### config.mk
export PLATFORM = sky130hd
export DESIGN_NAME = utf8_stream_decoder
export DESIGN_NICKNAME = d
export VERILOG_FILES = /design/src/rtl/u8d_pkg.sv /design/src/rtl/utf8_stream_decoder.sv /design/src/rtl/u8d_in_stage.sv /design/src/rtl/u8d_step.sv /design/src/rtl/u8d_out_stage.sv
export VERILOG_INCLUDE_DIRS = /design/src /design/src/rtl
export SDC_FILE = /design/constraint.sdc
export NUM_CORES = 1
export LEC_CHECK = 0
export ABC_AREA = 1
export BUFFER_PORTS_ARGS = -buffer_cell sky130_fd_sc_hd__clkbuf_2
export CAP_MARGIN = 10
export CORE_MARGIN = 5
export CORE_UTILIZATION = 55
export CTS_CLUSTER_DIAMETER = 200
export DETAILED_ROUTE_END_ITERATION = 12
export PLACE_DENSITY = 0.78
export SYNTH_ARGS = -nofsm -noshare
export SYNTH_HDL_FRONTEND = slang
export SYNTH_HIERARCHICAL = 1
export SYNTH_SLANG_ARGS = --single-unit
### constraint.sdc
create_clock -name clk -period 2.9 [get_ports clk]
set_input_delay 0.435 -clock clk [delete_from_list [all_inputs] [get_ports clk]]
set_output_delay 0.435 -clock clk [all_outputs]
set_load 0.02 [all_outputs]
### src/rtl/assert_macros.svh
// ----------------------------------------------------------------------------
// assert_macros
// Assertion helpers for the decoder modules; only u8d_step uses them.
// Each macro expects signals named clk and rst_n in the module that uses it.
// ----------------------------------------------------------------------------
`ifndef ASSERT_MACROS_SVH
`define ASSERT_MACROS_SVH

// Check that an expression holds at every clock edge outside reset.
`define ASSERT_ALWAYS(lbl, expr) \
    lbl: assert property (@(posedge clk) disable iff (!rst_n) (expr)) \
        else $error("assertion failed");

// Check that a condition implies a consequence in the next cycle.
`define ASSERT_NEXT(lbl, ante, cons) \
    lbl: assert property (@(posedge clk) disable iff (!rst_n) (ante) |=> (cons)) \
        else $error("assertion failed");

`endif

### src/rtl/u8d_pkg.sv
// ----------------------------------------------------------------------------
// u8d_pkg
// Shared widths, types and the lead byte decoder for the UTF-8 stream decoder.
// ----------------------------------------------------------------------------
package u8d_pkg;

    localparam int BYTE_W = 8;
    localparam int CP_W   = 31;
    localparam int CNT_W  = 3;
    localparam int CONT_W = 6;

    localparam logic [CNT_W-1:0] MAX_CONT = 3'd5;

    // One result item
    typedef struct packed {
        logic [CP_W-1:0] code_point;
        logic            bad_lead;
    } result_t;

    // Outcome of one decode step
    typedef struct packed {
        logic    emit;
        result_t res;
    } step_t;

    // Classification of a lead byte
    typedef struct packed {
        logic             emit;
        logic             bad;
        logic [CNT_W-1:0] left;
        logic [CP_W-1:0]  seed;
    } lead_t;

    function automatic lead_t decode_lead(input logic [BYTE_W-1:0] b);
        lead_t l;
        l = '0;
        unique casez (b)
            8'b0???????:
            begin
                l.emit = 1'b1;
                l.seed = {{(CP_W-BYTE_W){1'b0}}, b};
            end
            8'b110?????:
            begin
                l.left = 3'd1;
                l.seed = {{(CP_W-5){1'b0}}, b[4:0]};
            end
            8'b1110????:
            begin
                l.left = 3'd2;
                l.seed = {{(CP_W-4){1'b0}}, b[3:0]};
            end
            8'b11110???:
            begin
                l.left = 3'd3;
                l.seed = {{(CP_W-3){1'b0}}, b[2:0]};
            end
            8'b111110??:
            begin
                l.left = 3'd4;
                l.seed = {{(CP_W-2){1'b0}}, b[1:0]};
            end
            8'b1111110?:
            begin
                l.left = MAX_CONT;
                l.seed = {{(CP_W-1){1'b0}}, b[0]};
            end
            default:
            begin
                // continuation prefix, 0xFE or 0xFF in lead position
                l.emit = 1'b1;
                l.bad  = 1'b1;
            end
        endcase
        return l;
    endfunction

endpackage

### src/rtl/utf8_stream_decoder.sv
// ----------------------------------------------------------------------------
// utf8_stream_decoder
// Byte-serial UTF-8 decoder, 1 to 6 byte forms, code points up to 31 bits.
//
//   channel   signals                          direction
//   input     in_valid, in_ready, byte_in      byte request in
//   output    out_valid, out_ready,            code point out
//             code_point, bad_lead
//
// One byte per cycle sustained while the output is not stalled; the byte that
// completes a result passes through the input register, then the result
// register, before its result is valid.
// Reset clears the decode state to expect a lead byte and empties both stages.
// A stalled output holds its result; input keeps flowing while the held byte
// yields no result or the result register frees this cycle.
// ----------------------------------------------------------------------------
module utf8_stream_decoder (
    input  logic                       clk,
    input  logic                       rst_n,
    input  logic                       in_valid,
    output logic                       in_ready,
    input  logic [u8d_pkg::BYTE_W-1:0] byte_in,
    output logic                       out_valid,
    input  logic                       out_ready,
    output logic [u8d_pkg::CP_W-1:0]   code_point,
    output logic                       bad_lead
);

    logic                       full;
    logic [u8d_pkg::BYTE_W-1:0] byte_q;
    logic                       consume;
    logic                       slot_free;
    u8d_pkg::step_t             step;

    // Consume the held byte when its result, if any, has a slot
    assign consume = full && (!step.emit || slot_free);

    u8d_in_stage u_in (
        .clk      (clk),
        .rst_n    (rst_n),
        .in_valid (in_valid),
        .in_ready (in_ready),
        .byte_in  (byte_in),
        .consume  (consume),
        .full     (full),
        .byte_q   (byte_q)
    );

    u8d_step u_step (
        .clk     (clk),
        .rst_n   (rst_n),
        .byte_q  (byte_q),
        .advance (consume),
        .step    (step)
    );

    u8d_out_stage u_out (
        .clk        (clk),
        .rst_n      (rst_n),
        .load       (consume && step.emit),
        .res        (step.res),
        .slot_free  (slot_free),
        .out_valid  (out_valid),
        .out_ready  (out_ready),
        .code_point (code_point),
        .bad_lead   (bad_lead)
    );

endmodule

### src/rtl/u8d_in_stage.sv
// ----------------------------------------------------------------------------
// u8d_in_stage
// Input register: holds one byte request until the decode step consumes it.
// ----------------------------------------------------------------------------
module u8d_in_stage (
    input  logic                       clk,
    input  logic                       rst_n,
    input  logic                       in_valid,
    output logic                       in_ready,
    input  logic [u8d_pkg::BYTE_W-1:0] byte_in,
    input  logic                       consume,
    output logic                       full,
    output logic [u8d_pkg::BYTE_W-1:0] byte_q
);

    logic                       full_reg;
    logic                       full_next;
    logic [u8d_pkg::BYTE_W-1:0] byte_reg;

    // Take a new request when empty or when the held byte leaves this cycle
    assign in_ready  = !full_reg || consume;
    assign full_next = (in_valid && in_ready) || (full_reg && !consume);

    always_ff @(posedge clk or negedge rst_n)
    begin
        if (!rst_n)
        begin
            full_reg <= 1'b0;
        end
        else
        begin
            full_reg <= full_next;
        end
    end

    // Capture payload
    always_ff @(posedge clk)
    begin
        if (in_valid && in_ready)
        begin
            byte_reg <= byte_in;
        end
    end

    assign full   = full_reg;
    assign byte_q = byte_reg;

endmodule

### src/rtl/u8d_step.sv
// ----------------------------------------------------------------------------
// u8d_step
// Decode state (accumulator and remaining continuation count) and the
// combinational step that one byte applies to it.
// ----------------------------------------------------------------------------
`include "assert_macros.svh"

module u8d_step (
    input  logic                       clk,
    input  logic                       rst_n,
    input  logic [u8d_pkg::BYTE_W-1:0] byte_q,
    input  logic                       advance,
    output u8d_pkg::step_t             step
);

    logic [u8d_pkg::CP_W-1:0]  acc_reg;
    logic [u8d_pkg::CP_W-1:0]  acc_next;
    logic [u8d_pkg::CNT_W-1:0] left_reg;
    logic [u8d_pkg::CNT_W-1:0] left_next;
    logic [u8d_pkg::CP_W-1:0]  shifted;
    u8d_pkg::lead_t            lead;

    assign lead    = u8d_pkg::decode_lead(byte_q);
    assign shifted = {acc_reg[u8d_pkg::CP_W-u8d_pkg::CONT_W-1:0],
                      byte_q[u8d_pkg::CONT_W-1:0]};

    // Compute next state and the result for the held byte
    always_comb
    begin
        step = '0;
        if (left_reg != '0)
        begin
            acc_next  = shifted;
            left_next = left_reg - 3'd1;
            if (left_reg == 3'd1)
            begin
                step.emit           = 1'b1;
                step.res.code_point = shifted;
            end
        end
        else
        begin
            acc_next            = lead.seed;
            left_next           = lead.left;
            step.emit           = lead.emit;
            step.res.code_point = lead.seed;
            step.res.bad_lead   = lead.bad;
        end
    end

    // Advance state when the byte is consumed
    always_ff @(posedge clk or negedge rst_n)
    begin
        if (!rst_n)
        begin
            acc_reg  <= '0;
            left_reg <= '0;
        end
        else if (advance)
        begin
            acc_reg  <= acc_next;
            left_reg <= left_next;
        end
    end

    `ASSERT_ALWAYS(a_left_range, left_reg <= u8d_pkg::MAX_CONT)
    `ASSERT_ALWAYS(a_bad_is_zero, !step.res.bad_lead || (step.res.code_point == '0))
    `ASSERT_NEXT(a_bad_clears, advance && step.res.bad_lead, (left_reg == '0) && (acc_reg == '0))
    `ASSERT_NEXT(a_cont_counts, advance && (left_reg != '0), left_reg == $past(left_reg) - 3'd1)

endmodule

### src/rtl/u8d_out_stage.sv
// ----------------------------------------------------------------------------
// u8d_out_stage
// Result register: holds one decoded code point until the consumer takes it.
// ----------------------------------------------------------------------------
module u8d_out_stage (
    input  logic                         clk,
    input  logic                         rst_n,
    input  logic                         load,
    input  u8d_pkg::result_t             res,
    output logic                         slot_free,
    output logic                         out_valid,
    input  logic                         out_ready,
    output logic [u8d_pkg::CP_W-1:0]     code_point,
    output logic                         bad_lead
);

    logic             valid_reg;
    logic             valid_next;
    u8d_pkg::result_t res_reg;

    // Slot opens when empty or when the held result is taken now
    assign slot_free  = !valid_reg || out_ready;
    assign valid_next = load || (valid_reg && !out_ready);

    always_ff @(posedge clk or negedge rst_n)
    begin
        if (!rst_n)
        begin
            valid_reg <= 1'b0;
        end
        else
        begin
            valid_reg <= valid_next;
        end
    end

    // Capture result payload
    always_ff @(posedge clk)
    begin
        if (load)
        begin
            res_reg <= res;
        end
    end

    assign out_valid  = valid_reg;
    assign code_point = res_reg.code_point;
    assign bad_lead   = res_reg.bad_lead;

endmodule
**After elaboration in Yosys (flattened, before gate mapping)**

Index checks and enable logic that the tools add are counted.

- Bits of input ports: 12
- Output and inout bits: 34
- Bits in registers: 70

- $add $sub $neg: 1
- Bitwise logic cells: 1
- Eq/ne operators: 6
- Reductions and logical operators: 18
- Muxes and demuxes: 8

Operator list:

| cell | number |
|---|---|
| $mux 32 | 2 |
| $pmux 8 s6 | 1 |
| $mux 25 | 1 |
| $pmux 3 s5 | 1 |
| $eq 7x7->1 const B | 1 |
| $eq 6x6->1 const B | 1 |
| $reduce_or 6->1 | 1 |
| $eq 5x5->1 const B | 1 |
| $logic_and 1x1->1 | 5 |
| $logic_not 1->1 | 5 |
| $logic_or 1x1->1 | 5 |
| $reduce_or 5->1 | 1 |
| $eq 4x4->1 const B | 1 |
| $eq 3x1->1 const B | 1 |
| $eq 3x3->1 const B | 1 |
| $mux 3 | 1 |
| $reduce_bool 3->1 | 1 |
| $sub 3x1->3 const B | 1 |
| $mux 1 | 2 |
| $not 1->1 | 1 |

**Logic depth before layout (Yosys ltp)**

- Word-level depth: 10
- Mapped depth: 13
- Gate-level depth less buffers: 11

**By module**

The synthesis kept the hierarchy.

Modules (own cells, without submodules):

| module | times used | sequential area each (um^2) | area each (um^2) | cells each |
|---|---|---|---|---|
| u8d_step | 1 | 700.7 | 1566.5 | 207 |
| u8d_out_stage | 1 | 985.9 | 1006.0 | 37 |
| u8d_in_stage | 1 | 265.3 | 285.3 | 14 |
| utf8_stream_decoder | 1 | 0.0 | 25.0 | 5 |

**Worst setup path after synthesis**

OpenSTA, ideal clock, no wires.

- Kind: register to register
- From: register u_step/left_reg[0] (netlist name)
- To: register u_out.res_reg, in the netlist u_out/bad_lead (enable)
- Setup time: 387 ps
- Cell stages (with the launch flop): 9
- Clock period less this slack: 2170 ps
- Setup slack: 730 ps
- Buffers on the path: 1
- Arrival time: 1783 ps
- Cells stage by stage: dfrtp_1 > inv_1 > ha_1 > inv_1 > nand3_1 > buf_2 > nand2_1 > nand3_1 > inv_1

RTL lines:

| item | line | text |
|---|---|---|
| start: declaration | u8d_step.sv:18 | `logic [u8d_pkg::CNT_W-1:0] left_reg;` |
| start signal: assignment | u8d_step.sv:62 | `left_reg <= left_next;` |
| end signal: assignment | u8d_out_stage.sv:42 | `res_reg <= res;` |
| end: declaration | u8d_out_stage.sv:19 | `u8d_pkg::result_t res_reg;` |

==> flow_metrics.tcl <==
set metrics [dict create \
    place_area_sq_um 3170 \
    synth_top_area_frac 0.417 \
    hold_violations 0 \
    cts.clk_slew.worst_paths_ns 0.07 \
    pwr-share-comb 0.323 \
    rrSetupSlack_ns 0.67 \
    ys_ff_latch 70 \
    finalInstanceArea_sq_um 3360 \
    numClockSinks 70 \
    yosysWarnings 6 \
    setup_viol 0 \
    max_freq_mhz 430 \
    h-tree-depth 3 \
    die_h_microns 82.4 \
    cellLeakagePower_nw 1.56 \
    vias 1921 \
    syn_inst 263 \
    yosys-top-cells-count "50 x inv_1, 40 x edfxtp_1, 40 x nand2_1" \
    critPathMaxFanout 9 \
    drt_first_pass_iters 4 \
    cts_hold_buf 0 \
    crit_buf_inv 3 \
    dp.cells 372 \
    io_pins 46 \
    synth_fp_nets 278 \
    p_int_w 0.00217 \
    drive_above_1_share 0.242 \
    area_growth_syn_to_layout_pct 16.7 \
    worstSetupEndpointType "output port" \
    timing.rr.end "u_step/left_reg[1]$_DFFE_PN0P_" \
    crit_path_max_incr_delay_ns 0.40 \
    syn_area_sq_um 2880 \
    worstReg2RegStart "u_step/left_reg[0]$_DFFE_PN0P_" \
    synth_area_leaders "edfxtp_1 42%, dfrtp_1 26%, inv_1 6.5%" \
    fin_util 0.659 \
    fp.dieW_microns 82.4 \
    nets 328 \
    status "finished, final reports clean" \
    vias_per_cell 4.95 \
    finalMaxSlewViolations 0 \
    cts.repair.resized 0 \
    port_buffers 45 \
    synth-edff-count 40 \
    final_antenna_net_count 0 \
    holdCritPathClass "in2async" \
    finalSetupTns_ns 0 \
    seqPwrFrac 0.451 \
    initial_core_util 0.564 \
    grt_overflow 0 \
    worstRegToRegCells 12 \
    grt_start_max_net_pins 36 \
    root_buffer "clkbuf_8" \
    dp_hpwl_microns 3180 \
    cts_buffer_depth 2 \
    synth_most_common_cell "inv_1" \
    coreArea_sq_um 5110 \
    cp_top_family "flip-flops" \
    fin_skew_ns 0.00619 \
    wl_per_cell_microns 12.9 \
    required_ns 2.47 \
    wl_microns 4990 \
    grt_use_total 0.166 \
    p_sw_frac 0.359 \
    final_cell_count_no_fill 388 \
    diodes 0 \
    numCtsBuffers 9 \
    cellPowerDensity_nw_per_um2 1000 \
    drt_iter0_drc 143 \
    fin_crit_ns 2.33 \
    grt_pass1_vias 1787 \
    p_sw_w 0.00121 \
    ys_seq_area_frac 0.677 \
    post-cts-setup-buffers 0 \
    p_clk_frac 0.226 \
    worst_pin_slew_ns 0.759 \
    drc 0 \
    grt_pass1_wl_microns 8090 \
    ys_async_sr_fraction 0.429 \
    cp-start-kind "flop" \
    clock_latency_ns 0.33 \
    period_share 0.802 \
    largest_reg_flops 31 \
    slew_headroom 0.494 \
    nFillCells 404 \
    rows 26 \
    gp_congestion 0.869 \
    vdd_drop_max_v 0.000569 \
    path_cells "inv_1 -> ha_1 -> nand2_4 -> a21oi_1 -> nand3_1 -> nand2_1 -> a21oi_2 -> inv_1 -> nand2_1 -> clkbuf_2" \
    ys_types 22 \
    rsz0062_at_grt "false" \
    die_area_sq_um 6790 \
    crit_type "reg2out" \
    cts_tree "yes" \
    synth-main-ff-cell "edfxtp_1" \
    cap_violations 0 \
    syn_area_per_cell_sq_um 11.0 \
    slowest_stage "dfrtp_1" \
    worst_ep_arrival_time_ns 1.89 \
    synth_area_leader_cell "edfxtp_1" \
    grt_antenna_before_repair 0 \
]
cells in the final DEF, fill, tap and decap left out, types with 2 or more instances in the layout:
| cell | synthesis | routed |
|---|---|---|
| a21oi_1 | 7 | 7 |
| a21oi_2 | 2 | 2 |
| buf_4 | 1 | 3 |
| clkbuf_2 | 0 | 45 |
| clkbuf_8 | 0 | 10 |
| clkinvlp_4 | 0 | 3 |
| dfrtp_1 | 30 | 30 |
| edfxtp_1 | 40 | 40 |
| ha_1 | 3 | 3 |
| inv_1 | 50 | 50 |
| inv_2 | 2 | 2 |
| nand2_1 | 40 | 40 |
| nand2_2 | 3 | 3 |
| nand2_4 | 3 | 3 |
| nand3_1 | 11 | 11 |
| nand4_1 | 2 | 2 |
| nor2_1 | 29 | 29 |
| o21ai_0 | 7 | 7 |
| o22ai_1 | 21 | 21 |
| o22ai_2 | 2 | 2 |
per-layer routing:
metal,vias up,share of wire,global-route usage
met5,-,0,0
li1,957,-,-
met3,6,0.073,0.0499
met2,77,0.50,0.262
met1,881,0.41,0.205
met4,0,0.012,0.0930
power by group through the flow:
stage	registers [W]	logic, W	clock network [W]
global placement	0.00153	0.00105	0
finish	0.00152	0.00109	0.000765
CTS	0.00153	0.00110	0.000786
detailed placement	0.00154	0.00109	0
floorplan	0.00170	0.000648	0
global route	0.00155	0.00122	0.000837
cells by family (layout without fill, tap and decap cells):
family | count (synthesis) | in the layout | share of synthesized area
fa+ha+maj | 3 | 3 | 0.0130
simple gates | 89 | 89 | 0.135
buf+inv | 61 | 116 | 0.0859
compound gates | 40 | 40 | 0.0885
flops | 70 | 70 | 0.677
how the worst max path moves through the flow:
stage / from / endpoint / depth (start not counted)
floorplan: u_step/left_reg[0]$_DFFE_PN0P_ / u_out/bad_lead$_DFFE_PP_ / 8
global placement: u_step/left_reg[0]$_DFFE_PN0P_ / u_in/byte_q[5]$_DFFE_PP_ / 9
detailed placement: u_step/left_reg[0]$_DFFE_PN0P_ / u_in/byte_q[5]$_DFFE_PP_ / 9
CTS: u_step/left_reg[0]$_DFFE_PN0P_ / in_ready / 10
global route: u_step/left_reg[0]$_DFFE_PN0P_ / in_ready / 10
finish: u_step/left_reg[0]$_DFFE_PN0P_ / in_ready / 10
through the flow:
stage / setup WS (ns) / total power (W) / hold slack [ns]
after global routing: 0.436 / 0.00361 / 0.216
after CTS: 0.543 / 0.00341 / 0.172
after floorplan: 0.730 / 0.00235 / 0.139
after detailed placement: 0.735 / 0.00263 / 0.491
final: 0.575 / 0.00338 / 0.162
after global placement: 0.815 / 0.00258 / 0.464
area by class of cell:
type | instances | area, sq um | area share
Clock inverter | 6 | 61.3 | 0.0182
Sequential cell | 70 | 1950 | 0.580
Clock buffer | 10 | 138 | 0.0409
Tap cell | 70 | 87.6 | 0.0260
Timing Repair Buffer | 48 | 248 | 0.0736
Inverter | 52 | 195 | 0.0580
Multi-Input combinational cell | 132 | 683 | 0.203
(Power assumes the default switching activity.)
